$ cat config.mk
export PLATFORM = sky130hd
export DESIGN_NAME = intel_hex_record_decoder
export DESIGN_NICKNAME = d
export VERILOG_FILES = /design/src/hw/rtl/ihex_pkg.sv /design/src/hw/rtl/intel_hex_record_decoder.sv
export SDC_FILE = /design/constraint.sdc
export NUM_CORES = 1
export LEC_CHECK = 0
export ABC_CLOCK_PERIOD_IN_PS = 4500
export BUFFER_PORTS_ARGS = -buffer_cell sky130_fd_sc_hd__buf_2
export CAP_MARGIN = 20
export CORE_MARGIN = 8
export CORE_UTILIZATION = 50
export CTS_BUF_LIST = sky130_fd_sc_hd__clkbuf_16
export DETAILED_ROUTE_END_ITERATION = 16
export PLACE_DENSITY_LB_ADDON = 0.3
export SYNTH_ARGS = -nofsm -noshare
export SYNTH_HDL_FRONTEND = slang
export SYNTH_SLANG_ARGS = --single-unit
$ cat constraint.sdc
create_clock -name clk -period 4.5 [get_ports clk]
set_input_delay 0.225 -clock clk [delete_from_list [all_inputs] [get_ports clk]]
set_output_delay 0.225 -clock clk [all_outputs]
set_load 0.1 [all_outputs]
$ cat src/hw/rtl/ihex_pkg.sv
// ----------------------------------------------------------------------------
// ihex_pkg
// Shared constants, status codes and helpers for the hex record decoder.
// ----------------------------------------------------------------------------
package ihex_pkg;

  // longest line that is tracked, newline included
  localparam int MAX_LINE_CHARS = 1024;
  localparam int CNT_W = $clog2(MAX_LINE_CHARS);
  // line length compare must hold 2*255+11
  localparam int CMP_W = (CNT_W + 1 > 10) ? CNT_W + 1 : 10;

  localparam logic [7:0] CHAR_COLON = 8'h3A;
  localparam logic [7:0] CHAR_LF    = 8'h0A;
  localparam logic [7:0] DIGIT_BASE = 8'h30;
  localparam logic [7:0] ALPHA_BASE = 8'h37;

  localparam int MIN_LINE_CHARS = 11;

  // character positions within a record line
  localparam int POS_LEN_HI     = 1;
  localparam int POS_LEN_LO     = 2;
  localparam int POS_ADDR_FIRST = 3;
  localparam int POS_ADDR_LAST  = 6;
  localparam int POS_DATA       = 9;

  typedef enum logic [1:0] {
    ST_DATA    = 2'd0,
    ST_SHORT   = 2'd1,
    ST_SIZE    = 2'd2,
    ST_DISCONT = 2'd3
  } status_t;

  function automatic logic [3:0] hex_nibble(input logic [7:0] c);
    logic [7:0] v;
    begin
      v = (c < CHAR_COLON) ? (c - DIGIT_BASE) : (c - ALPHA_BASE);
      return v[3:0];
    end
  endfunction

endpackage

$ cat src/hw/rtl/intel_hex_record_decoder.sv
// ----------------------------------------------------------------------------
// intel_hex_record_decoder
// Decodes a hex record text stream, one character per transaction, into
// addressed data bytes and error reports.
// ----------------------------------------------------------------------------
// Input channel in_valid/in_ready/in_char carries one character per
// transaction; a newline ends a line. Output channel out_valid/out_ready
// carries data_byte, byte_address, status and line_number. A character
// yields at most one output transaction: a data byte when its second hex
// digit arrives, or an error (short line, size error, address gap).
// The result register is loaded at the edge that accepts the character.
// Throughput is one character per cycle; the only limit is the single
// result register. in_ready drops only while a result is held and
// out_ready is low, so a stalled receiver stalls the input.
// Characters that cause no result pass without touching the output.
// After an error is reported the decoder halts: characters are still
// accepted but dropped until reset. Synchronous reset rst clears the line
// state, the running address, the line counter and the output valid.
// ----------------------------------------------------------------------------
module intel_hex_record_decoder (
  input  logic        clk,
  input  logic        rst,
  input  logic        in_valid,
  output logic        in_ready,
  input  logic [7:0]  in_char,
  output logic        out_valid,
  input  logic        out_ready,
  output logic [7:0]  data_byte,
  output logic [15:0] byte_address,
  output logic [1:0]  status,
  output logic [15:0] line_number
);

  localparam int CNT_W = ihex_pkg::CNT_W;
  localparam int CMP_W = ihex_pkg::CMP_W;
  localparam logic [CNT_W-1:0] CNT_LAST = CNT_W'(ihex_pkg::MAX_LINE_CHARS - 1);

  logic [CNT_W-1:0] char_count, char_count_next;
  logic             in_record, in_record_next;
  logic [7:0]       record_length, record_length_next;
  logic [15:0]      record_address, record_address_next;
  logic [16:0]      running_address, running_address_next;
  logic [7:0]       data_position, data_position_next;
  logic [3:0]       high_nibble, high_nibble_next;
  logic [15:0]      line_counter, line_counter_next;
  logic             halted, halted_next;

  logic             in_accept;
  logic             line_start;
  logic             rec_eff;
  logic [3:0]       nib;
  logic [CNT_W-1:0] pos;
  logic [CMP_W-1:0] line_len;
  logic [CMP_W-1:0] need_len;
  logic             emit;
  logic [7:0]       emit_byte;
  logic [15:0]      emit_addr;
  ihex_pkg::status_t emit_status;

  assign in_ready  = !out_valid || out_ready;
  assign in_accept = in_valid && in_ready;

  assign line_start = (char_count == '0);
  assign rec_eff    = line_start ? (in_char == ihex_pkg::CHAR_COLON) : in_record;
  assign nib        = ihex_pkg::hex_nibble(in_char);
  assign pos        = char_count;
  assign line_len   = CMP_W'(char_count) + CMP_W'(1);
  assign need_len   = (CMP_W'(record_length) << 1) + CMP_W'(ihex_pkg::MIN_LINE_CHARS);

  always_comb begin
    char_count_next      = char_count;
    in_record_next       = in_record;
    record_length_next   = record_length;
    record_address_next  = record_address;
    running_address_next = running_address;
    data_position_next   = data_position;
    high_nibble_next     = high_nibble;
    line_counter_next    = line_counter;
    halted_next          = halted;
    emit                 = 1'b0;
    emit_byte            = '0;
    emit_addr            = '0;
    emit_status          = ihex_pkg::ST_DATA;

    if (!halted) begin
      if (line_start) begin
        if (line_counter != 16'hFFFF) begin
          line_counter_next = line_counter + 16'd1;
        end
        record_length_next  = '0;
        record_address_next = '0;
        data_position_next  = '0;
        high_nibble_next    = '0;
        in_record_next      = rec_eff;
      end

      if (in_char == ihex_pkg::CHAR_LF) begin
        char_count_next = '0;
        in_record_next  = 1'b0;
        if (rec_eff) begin
          if (line_len < CMP_W'(ihex_pkg::MIN_LINE_CHARS)) begin
            emit        = 1'b1;
            emit_status = ihex_pkg::ST_SHORT;
          end else if (line_len < need_len) begin
            emit        = 1'b1;
            emit_status = ihex_pkg::ST_SIZE;
          end
        end
        halted_next = emit;
      end else begin
        if (pos < CNT_LAST) begin
          char_count_next = pos + CNT_W'(1);
        end
        // line start has pos zero, so no decode runs against stale fields
        if (rec_eff && pos != '0 && pos < CNT_LAST) begin
          if (pos == CNT_W'(ihex_pkg::POS_LEN_HI)) begin
            high_nibble_next = nib;
          end else if (pos == CNT_W'(ihex_pkg::POS_LEN_LO)) begin
            record_length_next = {high_nibble, nib};
          end else if (pos >= CNT_W'(ihex_pkg::POS_ADDR_FIRST) &&
                       pos <= CNT_W'(ihex_pkg::POS_ADDR_LAST)) begin
            record_address_next = {record_address[11:0], nib};
            if (pos == CNT_W'(ihex_pkg::POS_ADDR_LAST) && record_length != '0) begin
              if (running_address == '0) begin
                running_address_next = {1'b0, record_address[11:0], nib};
              end else if (running_address != {1'b0, record_address[11:0], nib}) begin
                emit        = 1'b1;
                emit_status = ihex_pkg::ST_DISCONT;
                halted_next = 1'b1;
              end
            end
          end else if (pos >= CNT_W'(ihex_pkg::POS_DATA)) begin
            // odd positions from the data start carry the high digit
            if (pos[0]) begin
              high_nibble_next = nib;
            end else if (data_position < record_length) begin
              emit                 = 1'b1;
              emit_byte            = {high_nibble, nib};
              emit_addr            = running_address[15:0];
              running_address_next = running_address + 17'd1;
              data_position_next   = data_position + 8'd1;
            end
          end
        end
      end
    end
  end

  always_ff @(posedge clk) begin
    if (rst) begin
      char_count      <= '0;
      in_record       <= 1'b0;
      record_length   <= '0;
      record_address  <= '0;
      running_address <= '0;
      data_position   <= '0;
      high_nibble     <= '0;
      line_counter    <= '0;
      halted          <= 1'b0;
      out_valid       <= 1'b0;
    end else begin
      if (in_accept) begin
        char_count      <= char_count_next;
        in_record       <= in_record_next;
        record_length   <= record_length_next;
        record_address  <= record_address_next;
        running_address <= running_address_next;
        data_position   <= data_position_next;
        high_nibble     <= high_nibble_next;
        line_counter    <= line_counter_next;
        halted          <= halted_next;
      end
      if (in_accept && emit) begin
        out_valid <= 1'b1;
      end else if (out_ready) begin
        out_valid <= 1'b0;
      end
    end
  end

  always_ff @(posedge clk) begin
    if (in_accept && emit) begin
      data_byte    <= emit_byte;
      byte_address <= emit_addr;
      status       <= emit_status;
      line_number  <= line_counter_next;
    end
  end

`ifndef SYNTH
  // once halted and drained, nothing more comes out
  a_halt_quiet: assert property (@(posedge clk) disable iff (rst)
    halted && !out_valid |=> !out_valid)
    else $error("result produced while halted");

  // an error result is always accompanied by the halt flag
  a_err_halts: assert property (@(posedge clk) disable iff (rst)
    out_valid && status != ihex_pkg::ST_DATA |-> halted)
    else $error("error reported without halt");

  // error results carry zero byte and address
  a_err_zero: assert property (@(posedge clk) disable iff (rst)
    out_valid && status != ihex_pkg::ST_DATA |-> data_byte == '0 && byte_address == '0)
    else $error("error result carries data");

  // a newline always rewinds the line position
  a_lf_rewind: assert property (@(posedge clk) disable iff (rst)
    in_accept && !halted && in_char == ihex_pkg::CHAR_LF |=> char_count == '0)
    else $error("line position not cleared at newline");
`endif

endmodule

==> results.md <==
* Worst-path fanout max at 42
* Timing-limited maximum frequency at 256 MHz
* Maximum number of pins on one net before global-route repair at 58
* Hold Path Cell Cnt at 2
* Max cap viols at 0
* Number of filler cells placed in the layout at 1215
* Overall die height at 134 um
* Vias per cell at 6.04
* Horizontal extent of the die at 134 um
* Overflow after GRT at 0
* Number of cells in the design after placement at 968
* First-iteration detailed-routing DRC count at 611
* Antenna violations before repair at 0
* Cell with the most instances after synthesis: nor2_1
* Yosys warning total at 0
* Peak supply drop at 0.000240 V
* Setup violation total in the final timing report at 0
* Worst Setup Start Kind: flip-flop
* CTS Buf Count at 17
* Post-Syn Area at 6930 um^2
* CP Data Arrival Time at 3960 ps
* Antenna diodes at 0
* Critical path capture point type: flip-flop
* Required time reported for the critical path endpoint at 4560 ps
* Area enclosed by the die boundary at 17900 um^2
* Post-synth top area share at 22.5%
* Number of H-tree levels at 4
* Detailed placement HPWL at 12.7 mm
* Total number of clock tree sinks at 120
* Synthesis-stage register bit count at 120
* Fin nets at 847
* CTS root buffer: clkbuf_16
* Detail Route Antenna Nets at 0
* Least setup slack across all paths after layout at 600 ps
* Syn Nets at 812
* Remaining routing DRC violations at 0
* Area of all placed cells without fillers at 7850 um^2
* Buffers added on ports at 55
* Slew margin rel. at 36.9%
* Post-cts sizing count at 0
* Number of global-route vias before repair at 5726
* Ranking of synthesized cells by area: dfxtp_1 23%, edfxtp_1 18%, ha_1 5.1%, nor2_1 4.8%, xnor2_1 3.9%
* R2r worst-path depth at 13
* Number of enable-type register cells in the synthesized netlist at 42
* Fraction of layout instances using a drive strength above 1 at 15.5%
* Placer's final routability congestion estimate at 0.945
* Filler-free cell count of the finished design at 1000
* Setup repair after global routing missed its margin: no
* Max-slew violation count at 0
* Run status: finished, final reports clean
* Largest buffer count on any clock path at 2
* Insertion delay of the later-clocked pin in the worst-skew pair at 420 ps
* Detailed-router iteration count before antenna repair at 5
* Wire length of the first global-routing pass at 28.9 mm
* Worst min path class: input port to flip-flop
* TritonCTS clock tree: yes
* Post-synthesis cell count at 772
* Post-Place Worst Slack at 642 ps
* Standard cell area after detailed placement at 7240 um^2
* Ys async rst share at 0%
* Setup Skew at 7.34 ps
* Per-cell routed wire length at 17.5 um
* Tcrit/Tclk final at 86.7%
* Post-CTS Hold Buffers at 0
* Sequential-to-total area share from yosys stat at 40.7%
* Area Growth Syn to Fin at 13.2%
* Number of placement rows at 43
* Top_reg_cell synth: dfxtp_1
* Count of pins on the block boundary at 56
* Slew @ Worst Pin at 939 ps
* Power density cells at 337 nW/um^2
* Setup Crit Path Kind: flip-flop to flip-flop
* Total setup buffers inserted after CTS at 0
* Fin util at 57.2%
* Post-CTS clock slew at the launch and capture registers of the worst setup and hold paths at 60 ps
* Starting density of the core at 50.5%
* Shortest clock period the worst path allows after layout at 3900 ps
* Leading post-synthesis cells by instance count: 89 x nor2_1, 78 x dfxtp_1, 51 x nand2_1
* Number of different library cells in the post-synthesis netlist at 84
* Final-layout setup total negative slack at 0 ps
* Total detailed-routing wirelength at 17.5 mm
* Dominant cell type by area after synthesis: dfxtp_1
* Overall power after layout at 2.65 mW
* Hold WS at 193 ps
* Std-Cell Core Area at 13700 um^2
* Leakage power total at 2.85 nW
* Detailed-route via count at 6039
* Final hold vios at 0
* Avg Synthesized Cell Area at 8.98 um^2
* Total global routing track utilization at 19.7%
-- power by group --
group / leakage [nW] / internal [mW] / total, mW / switching [mW]
registers: 0.983 / 1.12 / 1.13 / 0.00643
logic: 1.59 / 0.0409 / 0.136 / 0.0950
clock network: 0.279 / 0.869 / 1.38 / 0.514
-- critical path, cell delays in order (launching register included) --
cell      delay, ps
dfxtp_1         520
ha_1            380
nand3_1         240
nor2_1          350
xor2_1          130
ha_1            230
a211o_1         270
a21oi_1         110
o21ai_0         110
a211oi_1        360
o21bai_1        240
o31ai_4          90
inv_1            60
buf_4           430
-- worst paths after layout --
path / start / to / slack [ps]
max reg2reg: char_count[0]$_SDFFE_PP0P_ / byte_address[14]$_SDFFCE_PP0P_ / 600
min: rst / char_count[8]$_SDFFE_PP0P_ / 190
max: char_count[0]$_SDFFE_PP0P_ / byte_address[14]$_SDFFCE_PP0P_ / 600
min reg2reg: high_nibble[2]$_SDFFE_PP0P_ / record_length[6]$_SDFFE_PP0P_ / 490
-- layout make-up --
type,instances,area (um^2),area share (%)
sequential,120,2820,36.0
tap,180,225,2.87
multi-input combinational,577,3770,48.0
timing repair buffer,60,313,3.99
inverter,31,116,1.48
clock inverter,15,176,2.25
clock buffer,17,425,5.42
-- layout by cell type (no fill, tap or decap), types with 3 or more instances in the layout --
master,instances
nor2_1,89
dfxtp_1,78
buf_2,55
nand2_1,51
a21oi_1,46
edfxtp_1,42
nand3_1,37
nor3_1,35
inv_1,31
xnor2_1,31
ha_1,28
xor2_1,24
and3_1,23
o21ai_0,22
a22oi_1,17
clkbuf_16,17
nand4_1,16
nor4_1,10
nand2b_1,8
o211ai_1,8
a211o_1,8
a22o_1,7
o21ai_2,7
or3_1,6
o21ai_1,6
o31ai_1,6
o2bb2ai_1,6
or2_2,5
a31oi_1,5
clkinvlp_4,5
buf_4,5
o31a_1,4
a211oi_1,4
a21o_1,4
nor3b_1,3
nor2b_1,3
a311oi_1,3
bufinv_16,3
-- registers in the layout, indices dropped and copies added, names as in the netlist, 2 cells and up --
register	flops
data_position	8
record_length	8
status	2
line_number	16
byte_address	16
record_address	12
high_nibble	4
line_counter	16
data_byte	8
char_count	10
running_address	17
-- routing by layer --
layer	share of wire [%]	global-route usage (%)
met4	1.2	6.61
met3	7.2	5.12
met5	0	0
met1	46	26.4
met2	45	30.2
-- kinds of logic after synthesis --
| kind of cell | synth area share [%] |
|---|---|
| AO/OA/AOI/OAI | 19.4 |
| adder cells (fa/ha/maj) | 5.05 |
| buffers and inverters | 4.94 |
| flip-flops | 40.7 |
| multiplexers | 0.451 |
| XOR/XNOR | 6.95 |
| AND/OR/NAND/NOR | 22.5 |
Note: power is estimated with default switching activity, not from simulation.
